File: src/rtl/brl_pkg.sv
package brl_pkg;

  // Command codes on the head interface
  typedef enum logic [1:0] {
    CMD_PUNCH  = 2'd0,
    CMD_MOVE_Y = 2'd1,
    CMD_MOVE_X = 2'd2
  } brl_cmd_e;

  localparam int unsigned CellW   = 6;
  localparam int unsigned CharW   = 8;
  localparam int unsigned DotW    = 8;
  localparam int unsigned SpaceW  = 10;
  localparam int unsigned StepsW  = 11;
  localparam int unsigned SlotW   = 4;
  localparam int unsigned CfgIdxW = 2;

  localparam logic [CharW-1:0] CHAR_FIRST = 8'h41;
  localparam logic [CharW-1:0] CHAR_LAST  = 8'h5A;

  // Configuration register indexes
  localparam logic [CfgIdxW-1:0] CFG_DOT_SPACING  = 2'd0;
  localparam logic [CfgIdxW-1:0] CFG_CHAR_SPACING = 2'd1;

  localparam logic [DotW-1:0]   DOT_SPACING_RST  = 8'd15;
  localparam logic [SpaceW-1:0] CHAR_SPACING_RST = 10'd30;

  // Slots of one character run, in emission order
  localparam logic [SlotW-1:0] SLOT_DOT0  = 4'd0;
  localparam logic [SlotW-1:0] SLOT_Y01   = 4'd1;
  localparam logic [SlotW-1:0] SLOT_DOT1  = 4'd2;
  localparam logic [SlotW-1:0] SLOT_Y12   = 4'd3;
  localparam logic [SlotW-1:0] SLOT_DOT2  = 4'd4;
  localparam logic [SlotW-1:0] SLOT_YRET0 = 4'd5;
  localparam logic [SlotW-1:0] SLOT_XCOL  = 4'd6;
  localparam logic [SlotW-1:0] SLOT_DOT3  = 4'd7;
  localparam logic [SlotW-1:0] SLOT_Y34   = 4'd8;
  localparam logic [SlotW-1:0] SLOT_DOT4  = 4'd9;
  localparam logic [SlotW-1:0] SLOT_Y45   = 4'd10;
  localparam logic [SlotW-1:0] SLOT_DOT5  = 4'd11;
  localparam logic [SlotW-1:0] SLOT_YRET1 = 4'd12;
  localparam logic [SlotW-1:0] SLOT_XBACK = 4'd13;
  localparam logic [SlotW-1:0] SLOT_XNEXT = 4'd14;

  typedef struct packed {
    logic full;
    logic empty;
  } brl_q_status_t;

  // Cell patterns for A..Z, bit k = dot k. Not standard Braille (S = T).
  function automatic logic [CellW-1:0] cell_of(input logic [4:0] idx);
    logic [CellW-1:0] c;
    unique case (idx)
      5'd0:    c = 6'h02;
      5'd1:    c = 6'h0A;
      5'd2:    c = 6'h03;
      5'd3:    c = 6'h07;
      5'd4:    c = 6'h06;
      5'd5:    c = 6'h0B;
      5'd6:    c = 6'h0F;
      5'd7:    c = 6'h0E;
      5'd8:    c = 6'h05;
      5'd9:    c = 6'h0D;
      5'd10:   c = 6'h22;
      5'd11:   c = 6'h2A;
      5'd12:   c = 6'h23;
      5'd13:   c = 6'h27;
      5'd14:   c = 6'h26;
      5'd15:   c = 6'h2B;
      5'd16:   c = 6'h2F;
      5'd17:   c = 6'h2E;
      5'd18:   c = 6'h2D;
      5'd19:   c = 6'h2D;
      5'd20:   c = 6'h32;
      5'd21:   c = 6'h3A;
      5'd22:   c = 6'h1D;
      5'd23:   c = 6'h33;
      5'd24:   c = 6'h37;
      5'd25:   c = 6'h36;
      default: c = '0;
    endcase
    return c;
  endfunction

endpackage

File: src/rtl/brl_front.sv
module brl_front (
  input  logic                          start_i,
  input  logic [brl_pkg::CharW-1:0]     character_i,
  input  brl_pkg::brl_q_status_t        q_status_i,
  output logic                          busy_o,
  output logic                          push_o,
  output logic [brl_pkg::CellW-1:0]     cell_o
);
  import brl_pkg::*;

  logic             is_letter;
  logic [CharW-1:0] offset;

  assign is_letter = (character_i >= CHAR_FIRST) && (character_i <= CHAR_LAST);
  assign offset    = character_i - CHAR_FIRST;
  assign cell_o    = cell_of(offset[4:0]);

  // non-letters are taken and dropped here
  assign busy_o = q_status_i.full;
  assign push_o = start_i && !q_status_i.full && is_letter;

endmodule

File: src/rtl/brl_queue.sv
module brl_queue #(
  parameter int unsigned Depth = 2,
  parameter int unsigned Width = 6
) (
  input  logic                   clk_i,
  input  logic                   rst_ni,
  input  logic                   push_i,
  input  logic [Width-1:0]       data_i,
  input  logic                   pop_i,
  output logic [Width-1:0]       data_o,
  output brl_pkg::brl_q_status_t status_o
);
  import brl_pkg::*;

  localparam int unsigned PtrW = (Depth > 1) ? $clog2(Depth) : 1;
  localparam int unsigned CntW = $clog2(Depth + 1);

  logic [Width-1:0] mem_q [Depth];
  logic [PtrW-1:0]  wr_ptr_q, wr_ptr_d, rd_ptr_q, rd_ptr_d;
  logic [CntW-1:0]  count_q, count_d;

  always_comb begin
    wr_ptr_d = wr_ptr_q;
    rd_ptr_d = rd_ptr_q;
    count_d  = count_q;
    if (push_i) begin
      wr_ptr_d = (wr_ptr_q == PtrW'(Depth - 1)) ? '0 : wr_ptr_q + 1'b1;
    end
    if (pop_i) begin
      rd_ptr_d = (rd_ptr_q == PtrW'(Depth - 1)) ? '0 : rd_ptr_q + 1'b1;
    end
    if (push_i && !pop_i) begin
      count_d = count_q + 1'b1;
    end else if (pop_i && !push_i) begin
      count_d = count_q - 1'b1;
    end
  end

  always_ff @(posedge clk_i or negedge rst_ni) begin
    if (!rst_ni) begin
      wr_ptr_q <= '0;
      rd_ptr_q <= '0;
      count_q  <= '0;
    end else begin
      wr_ptr_q <= wr_ptr_d;
      rd_ptr_q <= rd_ptr_d;
      count_q  <= count_d;
    end
  end

  always_ff @(posedge clk_i) begin
    if (push_i) begin
      mem_q[wr_ptr_q] <= data_i;
    end
  end

  assign data_o         = mem_q[rd_ptr_q];
  assign status_o.full  = (count_q == CntW'(Depth));
  assign status_o.empty = (count_q == '0);

endmodule

File: src/rtl/brl_back.sv
module brl_back (
  input  logic                          clk_i,
  input  logic                          rst_ni,
  input  brl_pkg::brl_q_status_t        q_status_i,
  input  logic [brl_pkg::CellW-1:0]     q_cell_i,
  input  logic [brl_pkg::DotW-1:0]      dot_spacing_i,
  input  logic [brl_pkg::SpaceW-1:0]    char_spacing_i,
  output logic                          pop_o,
  output logic                          result_valid_o,
  output logic [1:0]                    command_o,
  output logic signed [brl_pkg::StepsW-1:0] move_steps_o,
  output logic                          last_o
);
  import brl_pkg::*;

  typedef enum logic [1:0] {
    ST_IDLE = 2'b01,
    ST_RUN  = 2'b10
  } brl_back_state_e;

  brl_back_state_e  state_q, state_d;
  logic [SlotW-1:0] slot_q, slot_d;
  logic [CellW-1:0] cell_q, cell_d;

  // a punch slot whose dot is clear is passed over
  function automatic logic skipped(input logic [SlotW-1:0] s, input logic [CellW-1:0] c);
    logic r;
    unique case (s)
      SLOT_DOT0: r = !c[0];
      SLOT_DOT1: r = !c[1];
      SLOT_DOT2: r = !c[2];
      SLOT_DOT3: r = !c[3];
      SLOT_DOT4: r = !c[4];
      SLOT_DOT5: r = !c[5];
      default:   r = 1'b0;
    endcase
    return r;
  endfunction

  logic [SlotW-1:0] first_slot, step1, step2, next_slot;

  assign first_slot = skipped(SLOT_DOT0, q_cell_i) ? SLOT_Y01 : SLOT_DOT0;
  assign step1      = slot_q + 1'b1;
  assign step2      = slot_q + 4'd2;
  assign next_slot  = skipped(step1, cell_q) ? step2 : step1;

  always_comb begin
    state_d = state_q;
    slot_d  = slot_q;
    cell_d  = cell_q;
    pop_o   = 1'b0;
    unique case (state_q)
      ST_IDLE: begin
        if (!q_status_i.empty) begin
          pop_o   = 1'b1;
          cell_d  = q_cell_i;
          slot_d  = first_slot;
          state_d = ST_RUN;
        end
      end
      ST_RUN: begin
        if (slot_q == SLOT_XNEXT) begin
          if (!q_status_i.empty) begin
            pop_o  = 1'b1;
            cell_d = q_cell_i;
            slot_d = first_slot;
          end else begin
            state_d = ST_IDLE;
          end
        end else begin
          slot_d = next_slot;
        end
      end
      default: state_d = ST_IDLE;
    endcase
  end

  always_ff @(posedge clk_i or negedge rst_ni) begin
    if (!rst_ni) begin
      state_q <= ST_IDLE;
      slot_q  <= SLOT_DOT0;
    end else begin
      state_q <= state_d;
      slot_q  <= slot_d;
    end
  end

  always_ff @(posedge clk_i) begin
    cell_q <= cell_d;
  end

  logic signed [StepsW-1:0] d_pos, d_neg, d2_neg, cs_pos;
  brl_cmd_e                 cmd;

  assign d_pos  = $signed({3'b000, dot_spacing_i});
  assign d_neg  = -d_pos;
  assign d2_neg = -$signed({2'b00, dot_spacing_i, 1'b0});
  assign cs_pos = $signed({1'b0, char_spacing_i});

  always_comb begin
    cmd          = CMD_PUNCH;
    move_steps_o = '0;
    last_o       = 1'b0;
    unique case (slot_q)
      SLOT_Y01, SLOT_Y12, SLOT_Y34, SLOT_Y45: begin
        cmd          = CMD_MOVE_Y;
        move_steps_o = d_pos;
      end
      SLOT_YRET0, SLOT_YRET1: begin
        cmd          = CMD_MOVE_Y;
        move_steps_o = d2_neg;
      end
      SLOT_XCOL: begin
        cmd          = CMD_MOVE_X;
        move_steps_o = d_pos;
      end
      SLOT_XBACK: begin
        cmd          = CMD_MOVE_X;
        move_steps_o = d_neg;
      end
      SLOT_XNEXT: begin
        cmd          = CMD_MOVE_X;
        move_steps_o = cs_pos;
        last_o       = 1'b1;
      end
      default: begin
        cmd          = CMD_PUNCH;
        move_steps_o = '0;
      end
    endcase
  end

  assign command_o      = cmd;
  assign result_valid_o = (state_q == ST_RUN);

endmodule

File: src/rtl/braille_emboss_command_sequencer.sv
// Braille embossing command sequencer. Each request on start_i carries one
// character byte; it is taken on a clock edge with start_i high and busy_o
// low. Bytes outside 'A'..'Z' are taken and produce nothing. A letter
// expands into 10 to 14 head commands (9 moves plus one punch per raised
// dot), issued one per cycle on result_valid_o with last_o on the final X
// advance. The receiver cannot stall: every command is shown for exactly
// one cycle. The command sequencer issues one command per cycle; a queue
// of QueueDepth letters sits in front of it, letters run back to back with
// no gap while the queue holds the next, and busy_o rises only while that
// queue is full. Spacing registers are written via cfg_valid_i/cfg_ready_o
// (always ready) and must only change while idle.
module braille_emboss_command_sequencer #(
  parameter int unsigned QueueDepth = 2
) (
  input  logic                                  clk_i,
  input  logic                                  rst_ni,
  // character requests
  input  logic                                  start_i,
  input  logic [brl_pkg::CharW-1:0]             character_i,
  output logic                                  busy_o,
  // head commands
  output logic                                  result_valid_o,
  output logic [1:0]                            command_o,
  output logic signed [brl_pkg::StepsW-1:0]     move_steps_o,
  output logic                                  last_o,
  // configuration writes
  input  logic                                  cfg_valid_i,
  output logic                                  cfg_ready_o,
  input  logic [brl_pkg::CfgIdxW-1:0]           cfg_index_i,
  input  logic [brl_pkg::SpaceW-1:0]            cfg_data_i
);
  import brl_pkg::*;

  // Spacing registers
  logic [DotW-1:0]   dot_spacing_q;
  logic [SpaceW-1:0] char_spacing_q;

  assign cfg_ready_o = 1'b1;

  // unknown indexes are dropped; the dot spacing keeps only the low DotW bits of the data
  always_ff @(posedge clk_i or negedge rst_ni) begin
    if (!rst_ni) begin
      dot_spacing_q  <= DOT_SPACING_RST;
      char_spacing_q <= CHAR_SPACING_RST;
    end else if (cfg_valid_i && cfg_ready_o) begin
      if (cfg_index_i == CFG_DOT_SPACING) begin
        dot_spacing_q <= cfg_data_i[DotW-1:0];
      end
      if (cfg_index_i == CFG_CHAR_SPACING) begin
        char_spacing_q <= cfg_data_i;
      end
    end
  end

  // Front end: letter check and cell lookup
  brl_q_status_t    q_status;
  logic             push;
  logic             pop;
  logic [CellW-1:0] push_cell;
  logic [CellW-1:0] head_cell;

  brl_front u_front (
    .start_i     (start_i),
    .character_i (character_i),
    .q_status_i  (q_status),
    .busy_o      (busy_o),
    .push_o      (push),
    .cell_o      (push_cell)
  );

  // Cell queue between the two halves
  brl_queue #(
    .Depth (QueueDepth),
    .Width (CellW)
  ) u_queue (
    .clk_i    (clk_i),
    .rst_ni   (rst_ni),
    .push_i   (push),
    .data_i   (push_cell),
    .pop_i    (pop),
    .data_o   (head_cell),
    .status_o (q_status)
  );

  // Back end: walks the command slots of one cell
  brl_back u_back (
    .clk_i          (clk_i),
    .rst_ni         (rst_ni),
    .q_status_i     (q_status),
    .q_cell_i       (head_cell),
    .dot_spacing_i  (dot_spacing_q),
    .char_spacing_i (char_spacing_q),
    .pop_o          (pop),
    .result_valid_o (result_valid_o),
    .command_o      (command_o),
    .move_steps_o   (move_steps_o),
    .last_o         (last_o)
  );

  // Checks
  a_last_is_x_advance : assert property (@(posedge clk_i) disable iff (!rst_ni)
    result_valid_o && last_o |->
      command_o == CMD_MOVE_X && move_steps_o == $signed({1'b0, char_spacing_q}))
    else $error("last command is not the character advance");

  a_punch_no_steps : assert property (@(posedge clk_i) disable iff (!rst_ni)
    result_valid_o && command_o == CMD_PUNCH |-> move_steps_o == '0)
    else $error("punch carries a step count");

  a_pop_starts_run : assert property (@(posedge clk_i) disable iff (!rst_ni)
    pop |=> result_valid_o)
    else $error("dequeued cell did not start a run");

  a_no_overflow : assert property (@(posedge clk_i) disable iff (!rst_ni)
    q_status.full && !pop |=> !push || $past(busy_o))
    else $error("cell queue overflow");

endmodule

File: config.mk
export PLATFORM = sky130hd
export DESIGN_NAME = braille_emboss_command_sequencer
export DESIGN_NICKNAME = d
export VERILOG_FILES = /design/src/rtl/brl_pkg.sv /design/src/rtl/brl_front.sv /design/src/rtl/brl_queue.sv /design/src/rtl/brl_back.sv /design/src/rtl/braille_emboss_command_sequencer.sv
export SDC_FILE = /design/constraint.sdc
export NUM_CORES = 1
export LEC_CHECK = 0
export ABC_AREA = 0
export BUFFER_PORTS_ARGS = -buffer_cell sky130_fd_sc_hd__buf_4
export CORE_MARGIN = 2
export CORE_UTILIZATION = 55
export CTS_BUF_LIST = sky130_fd_sc_hd__clkbuf_2 sky130_fd_sc_hd__clkbuf_4 sky130_fd_sc_hd__clkbuf_8
export DETAILED_ROUTE_END_ITERATION = 6
export GPL_TIMING_DRIVEN = 0
export PLACE_DENSITY = 0.76
export SYNTH_ARGS = -nofsm -noshare
export SYNTH_HDL_FRONTEND = slang
export SYNTH_SLANG_ARGS = --single-unit
File: constraint.sdc
create_clock -name clk_i -period 6.05 [get_ports clk_i]
set_input_delay 0.3025 -clock clk_i [delete_from_list [all_inputs] [get_ports clk_i]]
set_output_delay 0.3025 -clock clk_i [all_outputs]
set_load 0.05 [all_outputs]
; ---- After elaboration in Yosys (flattened, before gate mapping)
; Memory sizes are Yosys's and may differ from the RTL's.
; Cells that the tools add are included.
[classes]
addsub = 9
order_cmp = 2
n_eq_ne = 21
mux = 25
n_reduce_logical = 27
[ops]
columns = op, n
row1 = $pmux W11 S4, 1
row2 = $eq A4 B4 Y1 const B, 7
row3 = $eq A4 B3 Y1 const B, 4
row4 = $mux W4, 3
row5 = $mux W6, 2
row6 = $pmux W6 S2, 1
row7 = $neg A8 Y11, 1
row8 = $neg A9 Y11, 1
row9 = $mux W2, 5
row10 = $logic_not A1 Y1, 9
row11 = $eq A4 B2 Y1 const B, 2
row12 = $ge A8 B7 Y1 const B, 1
row13 = $le A8 B7 Y1 const B, 1
row14 = $mux W1, 8
row15 = $pmux W2 S2, 2
row16 = $pmux W4 S2, 1
row17 = $pmux W1 S6, 1
row18 = $reduce_and A2 Y1, 3
row19 = $reduce_or A6 Y1, 1
row20 = $logic_and A1 B1 Y1, 5
row21 = $reduce_or A5 Y1, 1
row22 = $sub A5 B1 Y5 const B, 1
row23 = $add A4 B1 Y4 const B, 1
row24 = $add A4 B2 Y4 const B, 1
row25 = other kinds (15), 21
[word_totals]
register_bits = 34
mem_bits_rw = 12
romBits = 192
out_inout_bits = 17
elab_cells = 94
n_memories = 2
[mem_list]
columns = name, depth, word_bits, rd, rd_ports_with_merged_regs, write_ports, line
row1 = (name not given), 32, 6, 1, 0, 0, brl_pkg.sv:53  ; unique case (idx)
row2 = u_queue.mem_q, 2, 6, 1, 0, 1, brl_queue.sv:18  ; logic [Width-1:0] mem_q [Depth];

; ---- Depth between registers and ports, before layout
[logic_depth]
depth_word = 8
depth_mapped = 12
ltp_nobuf = 11

; ---- Hierarchy
; Synthesis repeated with hierarchy kept, for this count alone.
[hier_totals]
cells_unflattened = 318
area_unflattened_um2 = 3276.9
[modules_own_cells]
columns = mod, n_inst, cells_each, area_each_um2, seq_area_each_um2
row1 = brl_back, 1, 153, 1281.2, 331.6
row2 = braille_emboss_command_sequencer, 1, 41, 708.2, 460.4
row3 = brl_front, 1, 89, 665.6, 0.0
row4 = brl_queue, 1, 35, 621.8, 460.4

; ---- Least setup slack after synthesis
; Ideal clock, no wire load.
[synth_path]
kind = reg-to-output
start = register u_back.slot_q[0]
end = output move_steps_o[10] (netlist bit)
arrival_ns = 2.164
required_ns = 5.747
path_slack_ns = 3.583
path_stages_with_launch = 5
n_path_buf = 0
path_cell_list = dfrtp_1 -> inv_1 -> ha_1 -> mux2i_1 -> o32ai_1
[synth_between]
elab_chain_len = 3
elab_cells_between_ends = 12
cone_classes = eq/ne: 9 / mux: 1 / reduce/logical: 2
[synth_lines]
columns = element, line
row1 = start: declaration, brl_back.sv:22  ; logic [SlotW-1:0] slot_q, slot_d;
row2 = start signal: assignment, brl_back.sv:84  ; slot_q <= slot_d;
row3 = $eq A4 B1 Y1 (tied with other cells), brl_back.sv:104  ; unique case (slot_q)
row4 = $reduce_or A5 Y1 (no line) or $reduce_or A2 Y1 (tied branches), --
row5 = $pmux W11 S4 (*), brl_back.sv:104
row6 = end: declaration, braille_emboss_command_sequencer.sv:24  ; output logic signed [brl_pkg::StepsW-1:0] move_steps_o,
; Every way passes the cells marked *; elsewhere a longest branch is shown, timed or not.

; ---- Worst setup path in the final report
[layout_path]
start = register u_back.slot_q[0]
end = output move_steps_o[5] (netlist bit)
; Same word-level chain as after synthesis.

==> summary.md <==
| Metric | Value |
|---|---|
| Mapped Area | 3178 um^2 |
| Crit start category | flop |
| Initial drt markers | around 200 |
| Worst Reg2Reg Path Length in Cells | 9 |
| DRC | 0 |
| Cell leakage power | between 1.5 and 2 nW |
| Port bufs | 37 |
| Final Slew Violations | 0 |
| Status | completed |
| Clock-pin transition on the worst setup and hold timing paths | around 80 ps |
| CP Capture Type | output pin |
| Ports | just over 40 |
| Share of layout cells above drive strength 1 | 0.2865 |
| Final Critical Period | between 2000 and 3000 ps |
| Largest net degree at the start of global routing | 29 |
| Max FO, Critical Path | 8 |
| Core area | 5540 um^2 |
| Synth cell types | between 60 and 70 |
| Final hold viol count | 0 |
| Crit path DAT | between 2000 and 3000 ps |
| TritonCTS clock tree | yes |
| Worst-case clock buffer depth | 2 |
| Postcts setup bufs | 0 |
| Setup Crit Path Kind | flop to output pin |
| Number of vias per cell | between 5 and 6 |
| H-tree Lvls | 2 |
| RSZ-0062 raised after global routing | no |
| Drt pass-1 iters | 5 |
| Critical Path RT | 5750 ps |
| Dpl hpwl | a little under 5000 um |
| # diodes | 0 |
| Layout Skew | 13.87 ps |
| Hold WC Path Type | input port to flop |
| Register bit total from synthesis | 46 |
| Syn avg cell area | just over 10 um^2 |
| Main synth FF type | dfrtp_1 |
| Die area | 6402 um^2 |
| Slew @ Worst Pin | between 900 and 1000 ps |
| Final Wtd Congestion | roughly 0.84 |
| Max Clk Rate | between 0.3 and 0.4 GHz |
| Final Cycle Share | 0.4856 |
| Inst Count DP | 419 |
| Final setup fails | 0 |
| Critical path, cell by cell | inv_1, ha_1, inv_1, a221oi_2, o21bai_1, a222oi_1, o21ai_1, buf_4 |
| Drt total wl | approximately 6600 um |
| Die height | 80.02 um |
| Nets@finish | between 300 and 400 |
| Clock root cell | clkbuf_8 |
| Maximum vdd ir drop | roughly 0.00030 V |
| CP dominant cell by count | inv_1 |
| CTS Sinks | 46 |
| Cell Pwr Density | 379.1 nW/um^2 |
| Setup TNS Final | 0 ps |
| Non-Filler Instances | 428 |
| Fill cells | ~450 |
| Vias | 2,492 |
| DR WL/cell | approximately 15 um |
| Total Routing Usage GR | 0.2202 |
| Initial core utilization | 0.5736 |
| GRT Residual Overflow | 0 |
| Syn Nets | about 350 |
| Cell Rows | 27 |
| Vias in the first global route | 2,430 |
| Rel. slew slack | 0.3934 |
| DRT antenna net count | 0 |
| First-pass GRT wire length | 11,190 um |
| Post-Synthesis Cells | a little over 300 |
| Synthesis Warnings | 0 |
| Clock latency on the worst-skew pair | 290 ps |
| Slowest-stage cell, CP | a221oi_2 |
| Initial antenna violation count | 0 |
| Hold path depth | 3 |
| Area Growth Syn to Fin | 15.47% |
| Post-synth EDFFs | 18 |
| Post-synth ARST share | 0.6087 |
| Sequential element share of the synthesized area | 0.3941 |
| Die X | 80.02 um |
| Max Cap Viol | 0 |
| Max incr delay on CP | slightly above 600 ps |
| Num CTS Buffers | 5 |
## final timing paths
check	start	end	slack, ps
setup / recovery	u_back.slot_q[0]	move_steps_o[5]	3110
hold / removal	cfg_data_i[1]	dot_spacing_q[1]	230
setup reg to reg	u_back.slot_q[0]	u_queue.count_q[1]	3480
hold reg to reg	u_queue.wr_ptr_q	u_queue.wr_ptr_q	500
max in group asynchronous	rst_ni	char_spacing_q[4]	5270
min in group asynchronous	rst_ni	char_spacing_q[9]	460
## timing repair
item / in CTS / in global routing
gates resized for setup: 0 / 0
endpoints found under the setup margin: 0 / 0
hold endpoints to repair: 19 / 0
hold buffers: 1 / 0
## report_power, final
part / switching, W / total (W) / internal, W
clock: 0.0000964 / 0.000229 / 0.000133
combinational: 0.000413 / 0.000681 / 0.000268
sequential: 0.0000558 / 0.000481 / 0.000425
total: 0.000565 / 0.00139 / 0.000826
## through the flow
stage / total power, W / cell area [um^2] / utilization / hold slack (ps) / setup slack (ps)
after CTS: 0.001397 / 3670 / 0.6624 / 221.9 / 3111
after global routing: 0.001484 / 3670 / 0.6624 / 224.7 / 2890
after floorplan: 0.0009911 / 3178 / - / 6.909 / 3583
after detailed placement: 0.001164 / 3546 / 0.6400 / 244.7 / 3435
final: 0.001391 / 3670 / 0.6624 / 234.0 / 3112
after global placement: 0.001141 / 3546 / 0.6400 / 239.2 / 3498
## sequential cells by signal, summed over array words and instances, names as in the netlist
name,cells
u_queue.count_q,2
char_spacing_q,10
u_queue.wr_ptr_q,1
dot_spacing_q,8
u_queue.mem_q,12
u_back.slot_q,4
u_back.state_q,2
u_back.cell_q,6
u_queue.rd_ptr_q,1
## cell type report
type                       instances  area [um^2]  area share
multi-input combinational        231         1773      0.4831
sequential                        46         1252      0.3413
timing repair buffer              38        287.8     0.07842
tap                               72        90.09     0.02455
buffer                            16        88.84     0.02421
clock buffer                       7        83.83     0.02284
inverter                          17        63.81     0.01739
clock inverter                     1        30.03    0.008183
## worst max-delay path, delay by kind of cell, from the launching register on
family	cells	cell delay (ps)
AOI/OAI and AO/OA	4	1020
adders and majority gates	1	280
buffers and inverters	3	560
DFF	1	480
## metal layers
metal | share of wire | vias to the layer above | GRT usage | wire, um
met5 | 0 | - | 0 | 0
met4 | 0.0083 | 0 | 0.06102 | 55
met3 | 0.032 | 5 | 0.03054 | 215
met2 | 0.50 | 52 | 0.3558 | 3286
met1 | 0.46 | 1205 | 0.3098 | 3075
li1 | - | 1230 | - | -
## synth_stat cells, drive strengths merged, types with 2 or more instances
cell / count / area (um^2)
a22o: 3 / 26.28
mux2i: 4 / 40.04
o21ai: 16 / 80.07
clkbuf: 6 / 22.52
nor4: 5 / 37.53
nand2b: 5 / 31.28
a21bo: 2 / 20.02
o32ai: 2 / 17.52
nor2: 17 / 63.81
dfstp: 9 / 236.5
dfrtp: 19 / 475.5
and2: 2 / 12.51
nand3b: 3 / 22.52
edfxtp: 18 / 540.5
a222oi: 5 / 50.05
o311a: 2 / 20.02
inv: 17 / 63.81
xor2: 8 / 77.58
nor3b: 5 / 53.80
nand2: 27 / 101.4
a221o: 4 / 40.04
a211oi: 3 / 22.52
a21o: 3 / 22.52
a21oi: 9 / 48.80
nand3: 10 / 55.05
buf: 10 / 66.30
a221oi: 2 / 23.77
ha: 19 / 237.7
nor3: 6 / 40.04
o22ai: 5 / 31.28
o21bai: 4 / 30.03
xnor2: 10 / 87.58
nor2b: 7 / 43.79
mux2: 23 / 262.8
## logic make-up after synthesis
family,after synthesis,share of synthesized area
buf+inv,33,0.04803
mux,27,0.09528
other cells,1,0.001180
compound gates,74,0.1776
fa+ha+maj,19,0.07480
flops,46,0.3941
simple gates,92,0.1571
xor+xnor,18,0.05197
## layout by cell type, fill, tap and decap left out, types with 8 or more instances in the layout
cell type,instances
a21oi_1,8
buf_4,39
dfrtp_1,19
dfstp_2,9
edfxtp_1,18
ha_1,19
inv_1,16
mux2_2,22
nand2_1,27
nand3_1,9
nor2_1,17
o21ai_0,15
xnor2_1,10
Power figures use the tool's default switching activity.
